### src/hw/rtl/scdf_pkg.sv
// Shared constants and types of the serial CAN frame deframer.
`default_nettype none

package scdf_pkg;

  // Frame header: identifier low, identifier high, remote flag, length.
  localparam int unsigned HdrBytes      = 4;
  localparam int unsigned LenPos        = 3;
  localparam int unsigned MaxPayloadDef = 8;
  localparam int unsigned MaxPayloadLim = 8;
  // Wide enough to hold HdrBytes + MaxPayloadLim.
  localparam int unsigned CountW        = 4;

  localparam int unsigned ByteW    = 8;
  localparam int unsigned MsgIdW   = 16;
  localparam int unsigned LenW     = 4;
  localparam int unsigned PayloadW = ByteW * MaxPayloadLim;

  typedef struct packed {
    logic             valid;
    logic [ByteW-1:0] rx_byte;
  } in_stage_t;

  typedef struct packed {
    logic [MsgIdW-1:0]   msg_id;
    logic [ByteW-1:0]    remote_flag;
    logic [LenW-1:0]     payload_len;
    logic [PayloadW-1:0] payload;
  } msg_t;

endpackage

`default_nettype wire

### src/hw/rtl/scdf_if.sv
// Request channels of the serial CAN frame deframer: received bytes and messages.
`default_nettype none

interface scdf_in_if;
  import scdf_pkg::*;
  logic             valid;
  logic             ready;
  logic [ByteW-1:0] rx_byte;

  modport source (output valid, output rx_byte, input ready);
  modport sink   (input valid, input rx_byte, output ready);
endinterface

interface scdf_out_if;
  import scdf_pkg::*;
  logic                valid;
  logic                ready;
  logic [MsgIdW-1:0]   msg_id;
  logic [ByteW-1:0]    remote_flag;
  logic [LenW-1:0]     payload_len;
  logic [PayloadW-1:0] payload;

  modport source (output valid, output msg_id, output remote_flag, output payload_len,
                  output payload, input ready);
  modport sink   (input valid, input msg_id, input remote_flag, input payload_len,
                  input payload, output ready);
endinterface

`default_nettype wire

### src/hw/rtl/scdf_in_reg.sv
// Input register of the deframer: holds one received byte until it is assembled.
`default_nettype none

module scdf_in_reg
  import scdf_pkg::*;
(
  input  wire logic             clk_i,
  input  wire logic             rst_ni,
  input  wire logic             in_valid_i,
  output logic                  in_ready_o,
  input  wire logic [ByteW-1:0] in_byte_i,
  input  wire logic             take_i,
  output in_stage_t             stage_o
);

  logic             valid_q;
  logic [ByteW-1:0] byte_q;

  // The register may refill in the same cycle as its content is taken.
  assign in_ready_o = !valid_q || take_i;

  always_ff @(posedge clk_i or negedge rst_ni) begin
    if (!rst_ni) begin
      valid_q <= 1'b0;
    end else if (in_ready_o) begin
      valid_q <= in_valid_i;
    end
  end

  always_ff @(posedge clk_i) begin
    if (in_ready_o && in_valid_i) begin
      byte_q <= in_byte_i;
    end
  end

  assign stage_o.valid   = valid_q;
  assign stage_o.rx_byte = byte_q;

endmodule

`default_nettype wire

### src/hw/rtl/scdf_frame_asm.sv
// Frame assembler: byte counter, frame store and the registered message output.
`default_nettype none

module scdf_frame_asm
  import scdf_pkg::*;
#(
  parameter int unsigned MaxPayload = MaxPayloadDef
) (
  input  wire logic      clk_i,
  input  wire logic      rst_ni,
  input  wire in_stage_t stage_i,
  output logic           take_o,
  output logic           out_valid_o,
  input  wire logic      out_ready_i,
  output msg_t           msg_o
);

  localparam int unsigned StoreDepth = HdrBytes + MaxPayload;

  logic [CountW-1:0] count_q, count_d;
  logic [ByteW-1:0]  store_q  [StoreDepth];
  logic [ByteW-1:0]  store_nx [StoreDepth];
  logic              out_valid_q;
  msg_t              msg_q, msg_d;

  logic [CountW-1:0] pos, pos_inc, frame_end;
  logic [ByteW-1:0]  len;
  logic              hdr_done, too_long, complete;

  assign take_o = stage_i.valid && (!out_valid_q || out_ready_i);

  always_comb begin
    // A counter outside the store starts a fresh frame.
    pos = (count_q >= CountW'(StoreDepth)) ? '0 : count_q;
    for (int k = 0; k < StoreDepth; k++) begin
      store_nx[k] = (pos == CountW'(k)) ? stage_i.rx_byte : store_q[k];
    end
    pos_inc   = pos + CountW'(1);
    len       = store_nx[LenPos];
    hdr_done  = pos_inc >= CountW'(HdrBytes);
    too_long  = len > ByteW'(MaxPayload);
    frame_end = CountW'(HdrBytes) + len[CountW-1:0];
    complete  = hdr_done && !too_long && (pos_inc == frame_end);

    count_d = (hdr_done && (too_long || complete)) ? '0 : pos_inc;

    msg_d.msg_id      = {store_nx[1], store_nx[0]};
    msg_d.remote_flag = store_nx[2];
    msg_d.payload_len = len[LenW-1:0];
    msg_d.payload     = '0;
    for (int i = 0; i < MaxPayload; i++) begin
      if (ByteW'(i) < len) begin
        msg_d.payload[ByteW*i +: ByteW] = store_nx[HdrBytes + i];
      end
    end
  end

  always_ff @(posedge clk_i or negedge rst_ni) begin
    if (!rst_ni) begin
      count_q     <= '0;
      out_valid_q <= 1'b0;
    end else if (take_o) begin
      count_q     <= count_d;
      out_valid_q <= complete;
    end else if (out_ready_i) begin
      out_valid_q <= 1'b0;
    end
  end

  always_ff @(posedge clk_i) begin
    if (take_o) begin
      for (int k = 0; k < StoreDepth; k++) begin
        store_q[k] <= store_nx[k];
      end
      if (complete) begin
        msg_q <= msg_d;
      end
    end
  end

  assign out_valid_o = out_valid_q;
  assign msg_o       = msg_q;

endmodule

`default_nettype wire

### src/hw/rtl/serial_can_frame_deframer_unit.sv
// Top level of the serial CAN frame deframer.
`default_nettype none

// Channel   Direction  Request carries
// in_ch     sink       rx_byte: one byte from the serial receiver
// out_ch    source     msg_id, remote_flag, payload_len, payload: one whole message
//
// A byte is held in the input register until the assembler takes it, and the
// message register is loaded as the last byte of a frame is taken. A new byte
// is accepted every cycle while no finished message is stalled, set by the
// single counter update in the assembler. Reset clears the byte counter and
// both valid flags; the frame store keeps no reset value. A stalled message
// holds the assembler, and the input register then fills and drops ready.

module serial_can_frame_deframer_unit
  import scdf_pkg::*;
#(
  parameter int unsigned MaxPayload = MaxPayloadDef
) (
  input wire logic  clk_i,
  input wire logic  rst_ni,
  scdf_in_if.sink   in_ch,
  scdf_out_if.source out_ch
);

  in_stage_t stage;
  logic      take;
  msg_t      msg;

  // The input register parts the serial side from the assembler, so that a
  // byte can be taken while a finished message still waits downstream.
  scdf_in_reg u_in_reg (
    .clk_i      (clk_i),
    .rst_ni     (rst_ni),
    .in_valid_i (in_ch.valid),
    .in_ready_o (in_ch.ready),
    .in_byte_i  (in_ch.rx_byte),
    .take_i     (take),
    .stage_o    (stage)
  );

  // The assembler writes each byte at the counter position, checks the length
  // once the header is complete, silently drops an over-long frame, and loads
  // the message register when the last byte of the frame is in.
  scdf_frame_asm #(
    .MaxPayload (MaxPayload)
  ) u_frame_asm (
    .clk_i       (clk_i),
    .rst_ni      (rst_ni),
    .stage_i     (stage),
    .take_o      (take),
    .out_valid_o (out_ch.valid),
    .out_ready_i (out_ch.ready),
    .msg_o       (msg)
  );

  assign out_ch.msg_id      = msg.msg_id;
  assign out_ch.remote_flag = msg.remote_flag;
  assign out_ch.payload_len = msg.payload_len;
  assign out_ch.payload     = msg.payload;

endmodule

`default_nettype wire
### src/flat_wrapper.sv
// flat-port wrapper written by rule: the top's interface ports become plain ports
module serial_can_frame_deframer_unit_flat import scdf_pkg::*;
#(
  parameter int unsigned MaxPayload = MaxPayloadDef
)
  (clk_i, rst_ni, in_ch_valid, in_ch_rx_byte, in_ch_ready, out_ch_valid, out_ch_msg_id, out_ch_remote_flag, out_ch_payload_len, out_ch_payload, out_ch_ready);
  scdf_in_if in_ch_i ();
  scdf_out_if out_ch_i ();
  input wire logic clk_i;
  input wire logic rst_ni;
  input wire logic [$bits(in_ch_i.valid)-1:0] in_ch_valid;
  input wire logic [$bits(in_ch_i.rx_byte)-1:0] in_ch_rx_byte;
  output wire logic [$bits(in_ch_i.ready)-1:0] in_ch_ready;
  output wire logic [$bits(out_ch_i.valid)-1:0] out_ch_valid;
  output wire logic [$bits(out_ch_i.msg_id)-1:0] out_ch_msg_id;
  output wire logic [$bits(out_ch_i.remote_flag)-1:0] out_ch_remote_flag;
  output wire logic [$bits(out_ch_i.payload_len)-1:0] out_ch_payload_len;
  output wire logic [$bits(out_ch_i.payload)-1:0] out_ch_payload;
  input wire logic [$bits(out_ch_i.ready)-1:0] out_ch_ready;
  assign in_ch_i.valid = in_ch_valid;
  assign in_ch_i.rx_byte = in_ch_rx_byte;
  assign in_ch_ready = in_ch_i.ready;
  assign out_ch_valid = out_ch_i.valid;
  assign out_ch_msg_id = out_ch_i.msg_id;
  assign out_ch_remote_flag = out_ch_i.remote_flag;
  assign out_ch_payload_len = out_ch_i.payload_len;
  assign out_ch_payload = out_ch_i.payload;
  assign out_ch_i.ready = out_ch_ready;
  serial_can_frame_deframer_unit #(.MaxPayload(MaxPayload)) u_core (.clk_i(clk_i), .rst_ni(rst_ni), .in_ch(in_ch_i), .out_ch(out_ch_i));
endmodule
### config.mk
export PLATFORM = sky130hd
export DESIGN_NAME = serial_can_frame_deframer_unit_flat
export DESIGN_NICKNAME = d
export VERILOG_FILES = /design/src/hw/rtl/scdf_pkg.sv /design/src/hw/rtl/scdf_if.sv /design/src/hw/rtl/scdf_in_reg.sv /design/src/hw/rtl/scdf_frame_asm.sv /design/src/hw/rtl/serial_can_frame_deframer_unit.sv /design/src/flat_wrapper.sv
export SDC_FILE = /design/constraint.sdc
export NUM_CORES = 1
export LEC_CHECK = 0
export BUFFER_PORTS_ARGS = -buffer_cell sky130_fd_sc_hd__buf_2
export CELL_PAD_IN_SITES_DETAIL_PLACEMENT = 1
export CELL_PAD_IN_SITES_GLOBAL_PLACEMENT = 1
export CORE_MARGIN = 5
export CORE_UTILIZATION = 45
export DETAILED_ROUTE_END_ITERATION = 8
export HOLD_SLACK_MARGIN = 0.02
export PLACE_DENSITY = 0.8
export SLEW_MARGIN = 5
export SYNTH_ARGS = -nofsm -noshare
export SYNTH_HDL_FRONTEND = slang
export SYNTH_HIERARCHICAL = 1
export SYNTH_SLANG_ARGS = --single-unit
### constraint.sdc
create_clock -name clk_i -period 7.9 [get_ports clk_i]
set_input_delay 1.185 -clock clk_i [delete_from_list [all_inputs] [get_ports clk_i]]
set_output_delay 1.185 -clock clk_i [all_outputs]
set_load 0.02 [all_outputs]
; After elaboration in Yosys (flattened, before gate mapping)
; Memories as Yosys holds them, arrays and structs flattened.
; Index checks and enable logic that the tools add are counted.
[totals]
reg_bits = 106
ram_bits = 96
inputBits = 12
out_inout_bits = 94
elab_cells = 73
n_memories = 1
[mem_list]
columns = memory, words, width, rd, rd_clocked_by_memory_dff, wr, line
row1 = u_core.u_frame_asm.store_q, 12, 8, 12, 0, 12, scdf_frame_asm.sv:21  ; logic [ByteW-1:0] store_q [StoreDepth];
[classes]
add_sub_neg = 2
magnitude_cmp = 11
eq_ne = 12
muxes = 18
reduce_logical = 14
[ops]
columns = operator, n
row1 = 2-to-1 mux 8 bit, 12
row2 = less-than comparator 3 x 8 -> 1 bit (first input constant), 4
row3 = == test 4 x 3 -> 1 bit (second input constant), 4
row4 = == test 4 bit (second input constant), 4
row5 = less-than comparator 1 x 8 -> 1 bit (first input constant), 2
row6 = less-than comparator 2 x 8 -> 1 bit (first input constant), 2
row7 = == test 4 x 2 -> 1 bit (second input constant), 2
row8 = > comparator 8 x 4 -> 1 bit (second input constant), 1
row9 = 2-to-1 mux 4 bit, 2
row10 = logical AND 1 bit, 5
row11 = adder 3 x 4 -> 4 bit (first input constant), 1
row12 = adder 4 x 1 -> 4 bit (second input constant), 1
row13 = == test 4 x 1 -> 1 bit (second input constant), 1
row14 = == test 4 bit, 1
row15 = >= comparator 4 x 3 -> 1 bit (second input constant), 1
row16 = >= comparator 4 bit (second input constant), 1
row17 = zero test 4 bit, 1
row18 = 2-to-1 mux 1 bit, 4
row19 = zero test 1 bit, 3
row20 = logical OR 1 bit, 3
row21 = AND reduction 2 bit, 1
row22 = nonzero test 2 bit, 1

; Depth between registers and ports, before layout
[logic_depth]
word_depth = 11
mapped_depth = 13
ltp_nobuf = 12

; Cells and area by module
; The synthesis kept the hierarchy.
[modules_own_cells]
columns = mod, n_inst, cells_per_inst, area_per_inst_um2, seq_area_each_um2
row1 = scdf_frame_asm, 1, 475, 7997.7, 5770.5
row2 = scdf_in_reg, 1, 13, 301.5, 265.3

; Least setup slack after synthesis
; No wires, ideal clock.
[synth_timing]
path_kind = register to register
from = reg u_core.u_frame_asm.count_q[2]
to = reg u_core.u_frame_asm.msg_q (netlist bit u_core/u_frame_asm/msg_o[0]), enable pin
setup_ns = 0.544
arrival_time_ns = 6.168
required_ns = 7.356
slack_ns = 1.188
stages_incl_launch_ff = 12
path_buffers = 0
synth_period_minus_slack_ns = 6.712
path_cell_list = dfrtp_1 > ha_1 > nand2b_1 > inv_1 > ha_1 > nand2_1 > mux2_2 > inv_1 > ha_1 > xnor2_1 > nand4_1 > nor2_1
[synth_between]
elab_chain_len = 9
elab_cells_between_ends = 13
classes_between = add/sub (2) / order compare (3) / eq/ne (2) / mux (2) / reduce/logical (4)
[synth_rtl]
columns = item, line
row1 = from (decl), scdf_frame_asm.sv:20  ; logic [CountW-1:0] count_q, count_d;
row2 = from (signal assigned), scdf_frame_asm.sv:63  ; count_q <= count_d;
row3 = >= comparator 4 bit, scdf_frame_asm.sv:34  ; pos = (count_q >= CountW'(StoreDepth)) ? '0 : count_q;
row4 = 2-to-1 mux 4 bit *, scdf_frame_asm.sv:34
row5 = == test 4 x 2 -> 1 bit *, scdf_frame_asm.sv:36  ; store_nx[k] = (pos == CountW'(k)) ? stage_i.rx_byte : store_q[k];
row6 = 2-to-1 mux 8 bit *, scdf_frame_asm.sv:36
row7 = named net u_core.u_frame_asm.len[3], scdf_frame_asm.sv:27  ; logic [ByteW-1:0] len;
row8 = > comparator 8 x 4 -> 1 bit, scdf_frame_asm.sv:41  ; too_long = len > ByteW'(MaxPayload);
row9 = zero test 1 bit, scdf_frame_asm.sv:43  ; complete = hdr_done && !too_long && (pos_inc == frame_end);
row10 = logical AND 1 bit, scdf_frame_asm.sv:43
row11 = logical AND 1 bit *, scdf_frame_asm.sv:43
row12 = AND reduction 2 bit (no source line) *, --
row13 = to (signal assigned), scdf_frame_asm.sv:76  ; msg_q <= msg_d;
row14 = to (decl), scdf_frame_asm.sv:24  ; msg_t msg_q, msg_d;
; The timed path passes the listed nets; every way through them passes the cells marked *.
; A chain may end at the register's enable or synchronous reset.

; Final worst setup path
[layout_timing]
from = reg u_core.u_frame_asm.count_q[2]
to = reg u_core.u_frame_asm.msg_q (netlist bit u_core/u_frame_asm/msg_o[38]), enable pin
; The elaborated chain is that of the path after synthesis.

==> impl_metrics.csv <==
group,metric,value,unit
clock_network,path_clk_slew,0.06,ns
final_layout,fin_area,9710,µm²
power_and_ir_drop,pwr-share-comb,0.182,
yosys,synthCells,488,
die,die_h,146,µm
sta,tns,0,ns
power_and_ir_drop,p_seq_frac,0.486,
global_routing,overflow,0,
die,chipWidth,146,µm
final_layout,area_delta_synth_final,17.0,%
sta,hold_violations,0,
final_layout,final_util,0.537,
clock_network,cts_tree,"yes",
sta,fin_crit_sh,0.659,
worst_setup_path,required,8.01,ns
power_and_ir_drop,total_power,2.89,mW
drt,via_count,4664,
drt,ant_nets,0,
global_routing,grt_pass1_wl,30100,µm
yosys,synth.area.mux_share,0.120,
yosys,yosys.area_share.xor_xnor,0.00422,
sta,period_minus_slack,5.21,ns
sta,slew_violations,0,
drt,wl,19500,µm
clock_network,cts.sinks,202,
worst_setup_path,path_max_fanout,59,
placement,io_buffers,105,
yosys,synthArstFlopShare,0.0297,
yosys,synthSimpleGateAreaFrac,0.0487,
clock_network,post-cts-setup-buffer-count,0,
yosys,ys_seq_area_frac,0.727,
worst_setup_path,crit_type,"reg -> reg",
power_and_ir_drop,clkPwrFrac,0.332,
global_routing,antenna_found_initial,0,
sta,tightest_slew,1.21,ns
drt,vias_per_cell,5.57,
drt,drt_first_pass_iters,4,
outcome,status,"complete, no violations",
sta,hold-worst-slack,0.517,ns
flow_run,cap_violations,0,
power_and_ir_drop,p_leak,3.49,nW
global_routing,grt_start_max_net_pins,72,
power_and_ir_drop,swShare,0.263,
clock_network,postCtsHoldBufs,0,
drt,wl_per_cell,23.3,µm
placement,dp_slack,2.79,ns
clock_network,numCtsBuffers,20,
yosys,synth.avg_cell_area,17.0,µm²
power_and_ir_drop,power_density,298,nW/µm²
final_layout,antenna_cells,0,
power_and_ir_drop,p_switching,760,µW
yosys,synth_warnings,6,
clock_network,clockBufferDepth,3,
yosys,synthesis.area,8300,µm²
yosys,synth_compound_area_frac,0.0683,
die,rows,49,
sta,clock.fmax,0.192,GHz
clock_network,cts_resized,0,
die,initial_utilization,0.459,
placement,dpl.hpwl,12300,µm
die,io_pins,106,
placement,gp_congestion,0.833,
sta,final.setup_skew,0.0141,ns
final_layout,drive_gt1_frac,0.374,
yosys,ys_ff_latch,202,
yosys,ys_types,44,
global_routing,track_usage,0.181,
placement,dp.cells,804,
worst_setup_path,cp.arrival,5.32,ns
drt,drt_iter0_markers,348,
die,core,18100,µm²
placement,dpl_cell_area,9050,µm²
final_layout,nNetsFinal,620,
sta,setup_slack,2.69,ns
power_and_ir_drop,irDropWorstVdd,0.000131,V
worst_setup_path,startpoint_type,"register",
yosys,synth_edf_count,196,
die,die_area,21300,µm²
drt,drc,0,
yosys,synthAdderAreaFrac,0.0166,
final_layout,final_cells,838,
yosys,synthFlopType,"edfxtp_1",
clock_network,cts_root_buffer,"clkbuf_16",
clock_network,htreeDepth,1,
global_routing,grt_pass1_vias,5100,
clock_network,clk_latency,0.49,ns
sta,setup-violations-final,0,
hold_path,min_path_type,"in -> async",
yosys,syn-num-nets,511,
sta,slew-limit-headroom,0.184,
sta,rsz0062_at_grt,"false",
worst_setup_path,crit_path_end_kind,"register",
power_and_ir_drop,p_int,2.13,mW
yosys,synth_top_family_by_area,"multiplexers",
[per-layer routing]
metal / wire, µm / global-route usage / up-vias
met5: 0 / 0 / -
met1: 7660 / 0.213 / 2395
li1: - / - / 2112
met2: 10500 / 0.337 / 123
met3: 974 / 0.0336 / 34
met4: 422 / 0.0527 / 0
[flip-flops by register name, indices dropped and copies added (netlist names)]
name,cells
u_core/u_frame_asm/store_q,96
u_core/u_frame_asm/count_q,4
u_core/u_frame_asm/msg_o,92
u_core/u_frame_asm/out_valid_o,1
u_core/u_in_reg/valid_q,1
u_core/u_in_reg/byte_q,8
[power by group through the flow]
stage / clock, mW / sequential [mW] / combinational (mW)
6_report: 0.961 / 1.41 / 0.525
2_1_floorplan: 0 / 1.40 / 0.377
4_1_cts: 0.981 / 1.41 / 0.522
5_1_grt: 1.03 / 1.41 / 0.566
3_5_place_dp: 0 / 1.43 / 0.508
3_3_place_gp: 0 / 1.42 / 0.476
[synthesized netlist by cell type, types with 3 or more instances]
cell type	count	area share
clkbuf_1	12	0.0054
buf_2	4	0.0024
o31a_1	8	0.0084
a21boi_0	8	0.0072
nor2b_1	9	0.0068
and3_1	3	0.0023
xnor2_1	3	0.0032
inv_1	9	0.0041
edfxtp_1	196	0.71
mux2i_1	3	0.0036
nand2_1	33	0.015
buf_1	3	0.0014
mux2_2	86	0.12
o21a_1	32	0.029
nand2b_1	3	0.0023
nand3_1	12	0.0072
dfrtp_1	6	0.018
a32o_1	3	0.0036
a21oi_1	12	0.0072
ha_1	11	0.017
[final timing paths]
path / startpoint / end / slack [ns] / cells past startpoint
worst min-delay path: rst_ni / u_core/u_frame_asm/count_q[3] / 0.52 / 1
min in group clk_i: u_core/u_in_reg/valid_q / u_core/u_in_reg/valid_q / 0.54 / 2
worst min register to register: u_core/u_in_reg/valid_q / u_core/u_in_reg/valid_q / 0.54 / 2
worst max register to register: u_core/u_frame_asm/count_q[2] / u_core/u_frame_asm/msg_o[38] / 2.69 / 12
worst max-delay path: u_core/u_frame_asm/count_q[2] / u_core/u_frame_asm/msg_o[38] / 2.69 / 12
max in group asynchronous: rst_ni / u_core/u_frame_asm/count_q[2] / 7.23 / 1
[cell families after synthesis]
kind of cell    Yosys count
compound gates           76
buf+inv                  30
mux                      89
xor+xnor                  4
flops                   202
fa+ha+maj                11
simple gates             76
[cell usage in the layout, fill, tap and decap left out, types with 3 or more instances in the layout]
cell type and count:
nor2b_1 9, a21oi_1 12, clkbuf_16 21, a32o_1 3, o31a_1 8, buf_2 105
nand2_1 33, edfxtp_1 196, mux2_2 86, inv_1 8, a21boi_0 8, xnor2_1 3
mux2i_1 3, and3_1 3, dfrtp_1 6, nand3_1 12, bufinv_16 3, clkinv_2 3
ha_1 11, o21a_1 32, clkbuf_1 7, nand2b_1 3
[cell type report]
class	instances	area, µm²
clock buffers	28	552
clock inverters	6	104
fillers	1693	8380
inverters	10	38.8
multi-input cells	256	2150
flip-flops and latches	202	6040
well taps	229	287
repair buffers	107	541
[critical path: stages (launching register included)]
cell      delay [ns]
dfrtp_1         0.43
ha_1            0.27
nand2b_1        0.26
inv_1           0.16
ha_1            0.47
nand2_1         0.34
mux2_2          0.38
inv_1           0.10
ha_1            0.25
xnor2_1         0.17
nand4_1         0.34
nor2_4          0.84
buf_4           0.72
Power figures use the tool's default switching activity.
